--- src/rtl/core/assert_macros.svh ---
// ----------------------------------------------------------------------------
// Assertion macros
// Shared concurrent assertion wrappers; empty when SYNTH is defined.
// ----------------------------------------------------------------------------
`ifndef ASSERT_MACROS_SVH
`define ASSERT_MACROS_SVH

`ifndef SYNTH

// property holds at every edge outside reset
`define ASSERT_ALWAYS(name, clk, rst, prop) \
   name: assert property (@(posedge clk) disable iff (rst) (prop)) \
      else $error("assertion failed");

// consequent holds on the edge after the antecedent
`define ASSERT_NEXT(name, clk, rst, ante, cons) \
   name: assert property (@(posedge clk) disable iff (rst) (ante) |=> (cons)) \
      else $error("assertion failed");

`else

`define ASSERT_ALWAYS(name, clk, rst, prop)
`define ASSERT_NEXT(name, clk, rst, ante, cons)

`endif

`endif

--- src/rtl/core/slbc_pkg.sv ---
// ----------------------------------------------------------------------------
// slbc_pkg
// Types and constants for the status LED blink controller.
// ----------------------------------------------------------------------------
package slbc_pkg;

   localparam int unsigned TIME_BITS_DEF  = 16;
   localparam int unsigned COUNT_BITS_DEF = 8;

   // on and off time after reset, in ms
   localparam int unsigned DEFAULT_TIME = 500;

   typedef enum logic [1:0] {
      MODE_SOLID  = 2'd0,
      MODE_BLINK  = 2'd1,
      MODE_SINGLE = 2'd2
   } mode_type;

   typedef enum logic [2:0] {
      REQ_TICK       = 3'd0,
      REQ_SET_SOLID  = 3'd1,
      REQ_BLINK      = 3'd2,
      REQ_BLINK_ONCE = 3'd3,
      REQ_SET_MODE   = 3'd4
   } req_kind_type;

endpackage

--- src/rtl/core/status_led_blink_controller_unit.sv ---
// ----------------------------------------------------------------------------
// status_led_blink_controller_unit
// Status LED driver: solid, grouped blinking and single toggle modes.
// ----------------------------------------------------------------------------
// Each request (ms tick or command) is captured in an input register, then
// one pass of compare/decrement logic updates the LED state and the one-shot
// timer and writes the result register, so a request passes the input and
// result registers in turn. A new request can be taken every cycle while the
// result side does not stall; the throughput of one request per cycle is set
// by the single state-update pass between the input and result registers.
// A stalled result holds the input register, which then stalls the request
// side.

`include "assert_macros.svh"

module status_led_blink_controller_unit #(
   parameter int unsigned TIME_BITS  = slbc_pkg::TIME_BITS_DEF,
   parameter int unsigned COUNT_BITS = slbc_pkg::COUNT_BITS_DEF
) (
   input  logic        clock,
   input  logic        reset,

   input  logic        req_valid,
   output logic        req_stall,
   input  logic [2:0]  req_type,
   input  logic        req_level,
   input  logic [1:0]  req_mode_sel,
   input  logic [15:0] req_on_time,
   input  logic [15:0] req_off_time,
   input  logic [7:0]  req_repeat_count,
   input  logic [15:0] req_gap_time,

   output logic        rsp_valid,
   input  logic        rsp_stall,
   output logic        rsp_led_on,
   output logic [1:0]  rsp_mode_now
);

   localparam logic [TIME_BITS-1:0] DEF_TIME = TIME_BITS'(slbc_pkg::DEFAULT_TIME);
   localparam logic [TIME_BITS-1:0] ONE_MS   = TIME_BITS'(1);

   typedef struct packed {
      slbc_pkg::mode_type    mode;
      logic                  solid;
      logic [TIME_BITS-1:0]  on_t;
      logic [TIME_BITS-1:0]  off_t;
      logic [COUNT_BITS-1:0] rep;
      logic [TIME_BITS-1:0]  gap;
      logic [COUNT_BITS-1:0] cnt;
   } setting_type;

   localparam setting_type SETTING_RST = '{
      mode:  slbc_pkg::MODE_SOLID,
      solid: 1'b0,
      on_t:  DEF_TIME,
      off_t: DEF_TIME,
      rep:   '0,
      gap:   '0,
      cnt:   '0
   };

   // input register
   logic                  in_valid_ff, in_valid_in;
   logic [2:0]            in_type_ff;
   logic                  in_level_ff;
   logic [1:0]            in_mode_ff;
   logic [15:0]           in_on_ff;
   logic [15:0]           in_off_ff;
   logic [7:0]            in_rep_ff;
   logic [15:0]           in_gap_ff;

   // controller state
   setting_type           cur_ff, cur_in;
   setting_type           saved_ff, saved_in;
   logic                  led_ff, led_in;
   logic [TIME_BITS-1:0]  rem_ff, rem_in;
   logic                  run_ff, run_in;

   // result register
   logic                  rsp_valid_ff, rsp_valid_in;
   logic                  rsp_led_ff;
   slbc_pkg::mode_type    rsp_mode_ff;

   logic                  advance;
   logic [TIME_BITS-1:0]  on_w, off_raw_w, gap_w;
   logic [COUNT_BITS-1:0] rep_w;

   assign advance   = in_valid_ff && (!rsp_valid_ff || !rsp_stall);
   assign req_stall = in_valid_ff && rsp_valid_ff && rsp_stall;

   assign in_valid_in  = req_stall ? in_valid_ff : req_valid;
   assign rsp_valid_in = advance ? 1'b1 : (rsp_valid_ff && rsp_stall);

   assign on_w      = TIME_BITS'(in_on_ff);
   assign off_raw_w = TIME_BITS'(in_off_ff);
   assign gap_w     = TIME_BITS'(in_gap_ff);
   assign rep_w     = COUNT_BITS'(in_rep_ff);

   always_comb begin
      logic                 do_enter;
      slbc_pkg::mode_type   enter_mode;
      logic [TIME_BITS-1:0] off_w;

      cur_in     = cur_ff;
      saved_in   = saved_ff;
      led_in     = led_ff;
      rem_in     = rem_ff;
      run_in     = run_ff;
      do_enter   = 1'b0;
      enter_mode = slbc_pkg::MODE_SOLID;
      off_w      = (off_raw_w == '0) ? on_w : off_raw_w;

      if (advance) begin
         unique case (in_type_ff)
            slbc_pkg::REQ_TICK: begin
               if (run_ff) begin
                  if (rem_ff > ONE_MS) begin
                     rem_in = rem_ff - ONE_MS;
                  end else begin
                     rem_in = '0;
                     run_in = 1'b0;
                     case (cur_ff.mode)
                        slbc_pkg::MODE_BLINK: begin
                           run_in = 1'b1;
                           if (led_ff) begin
                              led_in = 1'b0;
                              rem_in = cur_ff.off_t;
                              if (cur_ff.rep != '0) begin
                                 if (cur_ff.cnt < cur_ff.rep) begin
                                    cur_in.cnt = cur_ff.cnt + COUNT_BITS'(1);
                                 end else begin
                                    // group done: clear count, pause for the gap
                                    cur_in.cnt = '0;
                                    rem_in     = cur_ff.gap;
                                 end
                              end
                           end else begin
                              led_in = 1'b1;
                              rem_in = cur_ff.on_t;
                           end
                        end
                        slbc_pkg::MODE_SINGLE: begin
                           // toggle back, then restore and re-enter the saved mode
                           led_in     = ~led_ff;
                           cur_in     = saved_ff;
                           do_enter   = 1'b1;
                           enter_mode = saved_ff.mode;
                        end
                        default: begin
                        end
                     endcase
                  end
               end
            end
            slbc_pkg::REQ_SET_SOLID: begin
               cur_in.solid = in_level_ff;
               do_enter     = 1'b1;
               enter_mode   = slbc_pkg::MODE_SOLID;
            end
            slbc_pkg::REQ_BLINK: begin
               cur_in.on_t  = on_w;
               cur_in.off_t = off_w;
               cur_in.rep   = rep_w;
               cur_in.gap   = gap_w;
               do_enter     = 1'b1;
               enter_mode   = slbc_pkg::MODE_BLINK;
            end
            slbc_pkg::REQ_BLINK_ONCE: begin
               if (cur_ff.mode != slbc_pkg::MODE_SINGLE) begin
                  saved_in     = cur_ff;
                  cur_in.on_t  = on_w;
                  cur_in.off_t = on_w;
                  cur_in.rep   = rep_w;
                  do_enter     = 1'b1;
                  enter_mode   = slbc_pkg::MODE_SINGLE;
               end
            end
            slbc_pkg::REQ_SET_MODE: begin
               if (in_mode_ff <= slbc_pkg::MODE_SINGLE) begin
                  do_enter   = 1'b1;
                  enter_mode = slbc_pkg::mode_type'(in_mode_ff);
               end
            end
            default: begin
            end
         endcase
      end

      if (do_enter) begin
         cur_in.mode = enter_mode;
         case (enter_mode)
            slbc_pkg::MODE_SOLID: begin
               led_in = cur_in.solid;
            end
            slbc_pkg::MODE_BLINK: begin
               led_in = 1'b1;
               rem_in = cur_in.on_t;
               run_in = 1'b1;
            end
            default: begin
               led_in = ~led_in;
               rem_in = cur_in.on_t;
               run_in = 1'b1;
            end
         endcase
      end
   end

   always_ff @(posedge clock) begin
      if (reset) begin
         in_valid_ff  <= 1'b0;
         rsp_valid_ff <= 1'b0;
         cur_ff       <= SETTING_RST;
         saved_ff     <= SETTING_RST;
         led_ff       <= 1'b0;
         rem_ff       <= '0;
         run_ff       <= 1'b0;
      end else begin
         in_valid_ff  <= in_valid_in;
         rsp_valid_ff <= rsp_valid_in;
         cur_ff       <= cur_in;
         saved_ff     <= saved_in;
         led_ff       <= led_in;
         rem_ff       <= rem_in;
         run_ff       <= run_in;
      end
   end

   always_ff @(posedge clock) begin
      if (!req_stall) begin
         in_type_ff  <= req_type;
         in_level_ff <= req_level;
         in_mode_ff  <= req_mode_sel;
         in_on_ff    <= req_on_time;
         in_off_ff   <= req_off_time;
         in_rep_ff   <= req_repeat_count;
         in_gap_ff   <= req_gap_time;
      end
      if (advance) begin
         rsp_led_ff  <= led_in;
         rsp_mode_ff <= cur_in.mode;
      end
   end

   assign rsp_valid    = rsp_valid_ff;
   assign rsp_led_on   = rsp_led_ff;
   assign rsp_mode_now = rsp_mode_ff;

   // a stopped timer always reads zero
   `ASSERT_ALWAYS(a_timer_idle_zero, clock, reset, run_ff || (rem_ff == '0))
   // in solid mode the LED follows the solid level
   `ASSERT_ALWAYS(a_solid_level, clock, reset,
      (cur_ff.mode != slbc_pkg::MODE_SOLID) || (led_ff == cur_ff.solid))
   // a processed request always lands in the result register
   `ASSERT_NEXT(a_advance_result, clock, reset, advance, rsp_valid_ff)

endmodule
--- config.mk ---
export PLATFORM = sky130hd
export DESIGN_NAME = status_led_blink_controller_unit
export DESIGN_NICKNAME = d
export VERILOG_FILES = /design/src/rtl/core/slbc_pkg.sv /design/src/rtl/core/status_led_blink_controller_unit.sv
export VERILOG_INCLUDE_DIRS = /design/src /design/src/rtl/core
export SDC_FILE = /design/constraint.sdc
export NUM_CORES = 1
export LEC_CHECK = 0
export BUFFER_PORTS_ARGS = -buffer_cell sky130_fd_sc_hd__clkbuf_2
export CORE_AREA = 2 2 170 172
export CTS_BUF_LIST = sky130_fd_sc_hd__clkbuf_2 sky130_fd_sc_hd__clkbuf_4 sky130_fd_sc_hd__clkbuf_8
export DETAILED_ROUTE_END_ITERATION = 16
export DIE_AREA = 0 0 172 174
export GPL_ROUTABILITY_DRIVEN = 0
export PLACE_DENSITY = 0.58
export SLEW_MARGIN = 20
export SYNTH_ARGS = -nofsm -noshare
export SYNTH_HDL_FRONTEND = slang
export SYNTH_SLANG_ARGS = --single-unit
--- constraint.sdc ---
create_clock -name clock -period 8.38 [get_ports clock]
set_clock_uncertainty 0.2 [all_clocks]
set_input_delay 0.419 -clock clock [delete_from_list [all_inputs] [get_ports clock]]
set_output_delay 0.419 -clock clock [all_outputs]
set_load 0.01 [all_outputs]
==> metrics.txt <==
Leak Pwr=0.00421 uW; slowest stage delay, CP=880 ps; pwr dens=207 mW/mm2; Die Width=172 um; Initial Util=34.4%; Area Growth Syn to Fin=21.6%; Final Hold Viols=0; layout cells sized above 1=16.0%; Tightest Hold Check Type=input port to flip-flop; Worst Tran Pin Value=1090 ps; Worst-path clk slew=60 ps; vias in the first global route=7,903; first-pass GRT wire length=44.3 mm; initial antenna violation count=0; synthesized area=0.00971 mm2; largest fanout on the critical path=26; number of diodes=0; FP Rows=62; Cells after DPL=1,404; status=finished, final reports clean; count of final setup violators=0; number of distinct library cells after synthesis=78; Port-buffer cells=70; via count=8,132; largest net degree at the start of global routing=111; total power=2440 uW; ys async rst share=0%; setup TNS=0 ps; CP delay by family, top=simple AND/OR/NAND/NOR gates; most frequent cells in the layout=nand2_1, dfxtp_1, nor2_1, a21oi_1, clkbuf_2; crit start category=flip-flop; Worst EP required=8630 ps; CTS Sinks=219; H-Tree Depth=2; buffer depth of the longest clock path=3; fraction of the cycle the final worst path needs=39.9%; Top FF cell, synth=dfxtp_1; Post-synth EDFFs=65; ranking of synthesized cells by area=dfxtp_1, edfxtp_1, nand2_1; gr usage total=18.8%; Clock Tree Root=clkbuf_8; area fraction of the dominant cell type after synthesis=31.8%; max-cap viol count=0; Skew-Pair Late Insertion Delay=540 ps; Ports=71; routed wire length=28.0 mm; DRC=0; CP bufs+invs=0; CP arrival=3590 ps; syn_nets=1,091; peak supply drop=0.139 mV; drt wl/cell=18.2 um; Core Region=0.0282 mm2; global route overflow=0; clock buffer count from CTS=39; Ys Warns=0; register area share after synthesis=51.9%; post-synthesis sequential element count=219; detailed router's first-iteration violation count=547; FMAX=299 MHz; Syn Area/Cell=9.58 um2; # nets final=1,203; Post-Syn Instances=1,013; non-filler instance count after layout=1,539; slowest CP cell=and2_1; leading area contributor after synthesis=dfxtp_1; max-slew violation count=0; Slew HR=26.6%; TritonCTS clock tree=built; crit end category=flip-flop; CP Class=flip-flop to flip-flop; router iterations before antenna repair=5; CP cell instances=nor2b_1, or3_1, a31oi_4, and2_1, nor2_1, a211oi_2; Die Y=174 um; post-layout min period=3340 ps; die area=0.0299 mm2; Via density=5.28; RSZ-0062 raised after global routing=no; remaining antenna violation count=0; most common cell after layout, fill and taps aside=nand2_1; CTS-repair resized insts=0; post-DP HPWL=17.2 mm
kinds of logic after synthesis:
| logic type | count (synthesis) | share of synthesized area (%) |
|---|---|---|
| simple gates | 411 | 20.1 |
| compound gates | 273 | 21.3 |
| flops | 219 | 51.9 |
| buf+inv | 90 | 4.36 |
| fa+ha+maj | 12 | 1.55 |
| mux | 7 | 0.760 |
| xor+xnor | 1 | 0.0902 |
cell type report:
cell class / instances / area (um2)
fill: 2814 / 16400
sequential: 219 / 5030
multi-input combinational: 704 / 4290
timing repair buffer: 142 / 1060
clock buffer: 57 / 728
tap: 384 / 480
clock inverter: 14 / 139
inverter: 19 / 71.3
repair_timing:
item,CTS,global route
hold buffers,64,0
setup buffers,0,0
endpoints found under the hold margin,64,0
state kept, by name (all words and copies together) (netlist names):
register,count
cur_ff,67
gap_w,16
in_level_ff,1
in_mode_ff,2
in_off_ff,16
in_on_ff,16
in_rep_ff,8
in_type_ff,3
in_valid_ff,1
led_ff,1
rem_ff,16
rsp_led_on,1
rsp_mode_now,2
rsp_valid,1
run_ff,1
saved_ff,67
routing by layer:
metal / routed length (um) / track usage, % / vias up
met5: 0 / 0 / -
met2: 13000 / 29.7 / 244
li1: - / - / 3955
met4: 769 / 6.51 / 0
met3: 1670 / 3.57 / 50
met1: 12600 / 25.7 / 3883
where the power goes:
part           leakage (uW)  internal, uW  switching (uW)  total [uW]
Sequential          0.00193          1120            29.3        1150
Clock              0.000460           651             446        1100
Combinational       0.00182          74.8             115         190
Total               0.00421          1850             590        2440
final timing paths:
path	to	slack (ps)	start	cells after the start
setup / recovery	cur_ff[46]	5040	in_type_ff[0]	6
setup reg to reg	cur_ff[46]	5040	in_type_ff[0]	6
hold reg to reg	saved_ff[28]	250	saved_ff[28]	2
hold / removal	cur_ff[66]	160	reset	2
cell usage after synthesis, drive strengths merged (6+ instances only):
master	n
nand2	181
dfxtp	154
nor2	108
a21oi	81
edfxtp	65
a211oi	58
clkbuf	36
buf	35
a221oi	33
nor3	29
a22oi	18
inv	18
o221ai	15
and3	13
ha	12
nand3b	12
o21ai	12
and2	9
nand3	9
nor4	9
nand2b	7
nor2b	7
a22o	6
nand4	6
stage by stage:
| stage | util (%) | hold WS [ps] | instance area [um2] | setup WS [ps] |
|---|---|---|---|---|
| 2_1_floorplan | - | 229 | 9710 | 5390 |
| 4_1_cts | 41.8 | 114 | 11800 | 5040 |
| 3_5_place_dp | 36.4 | 245 | 10300 | 5060 |
| 6_report | 41.8 | 157 | 11800 | 5040 |
| 3_3_place_gp | 36.4 | 240 | 10300 | 5130 |
| 5_1_grt | 41.8 | 150 | 11800 | 4790 |
worst register-to-register path: stages (launching register included):
cell and delay [ps]:
edfxtp_1 640, nor2b_1 280, or3_1 600, a31oi_4 310, and2_1 880, nor2_1 130, a211oi_2 220
(Power assumes the default switching activity.)
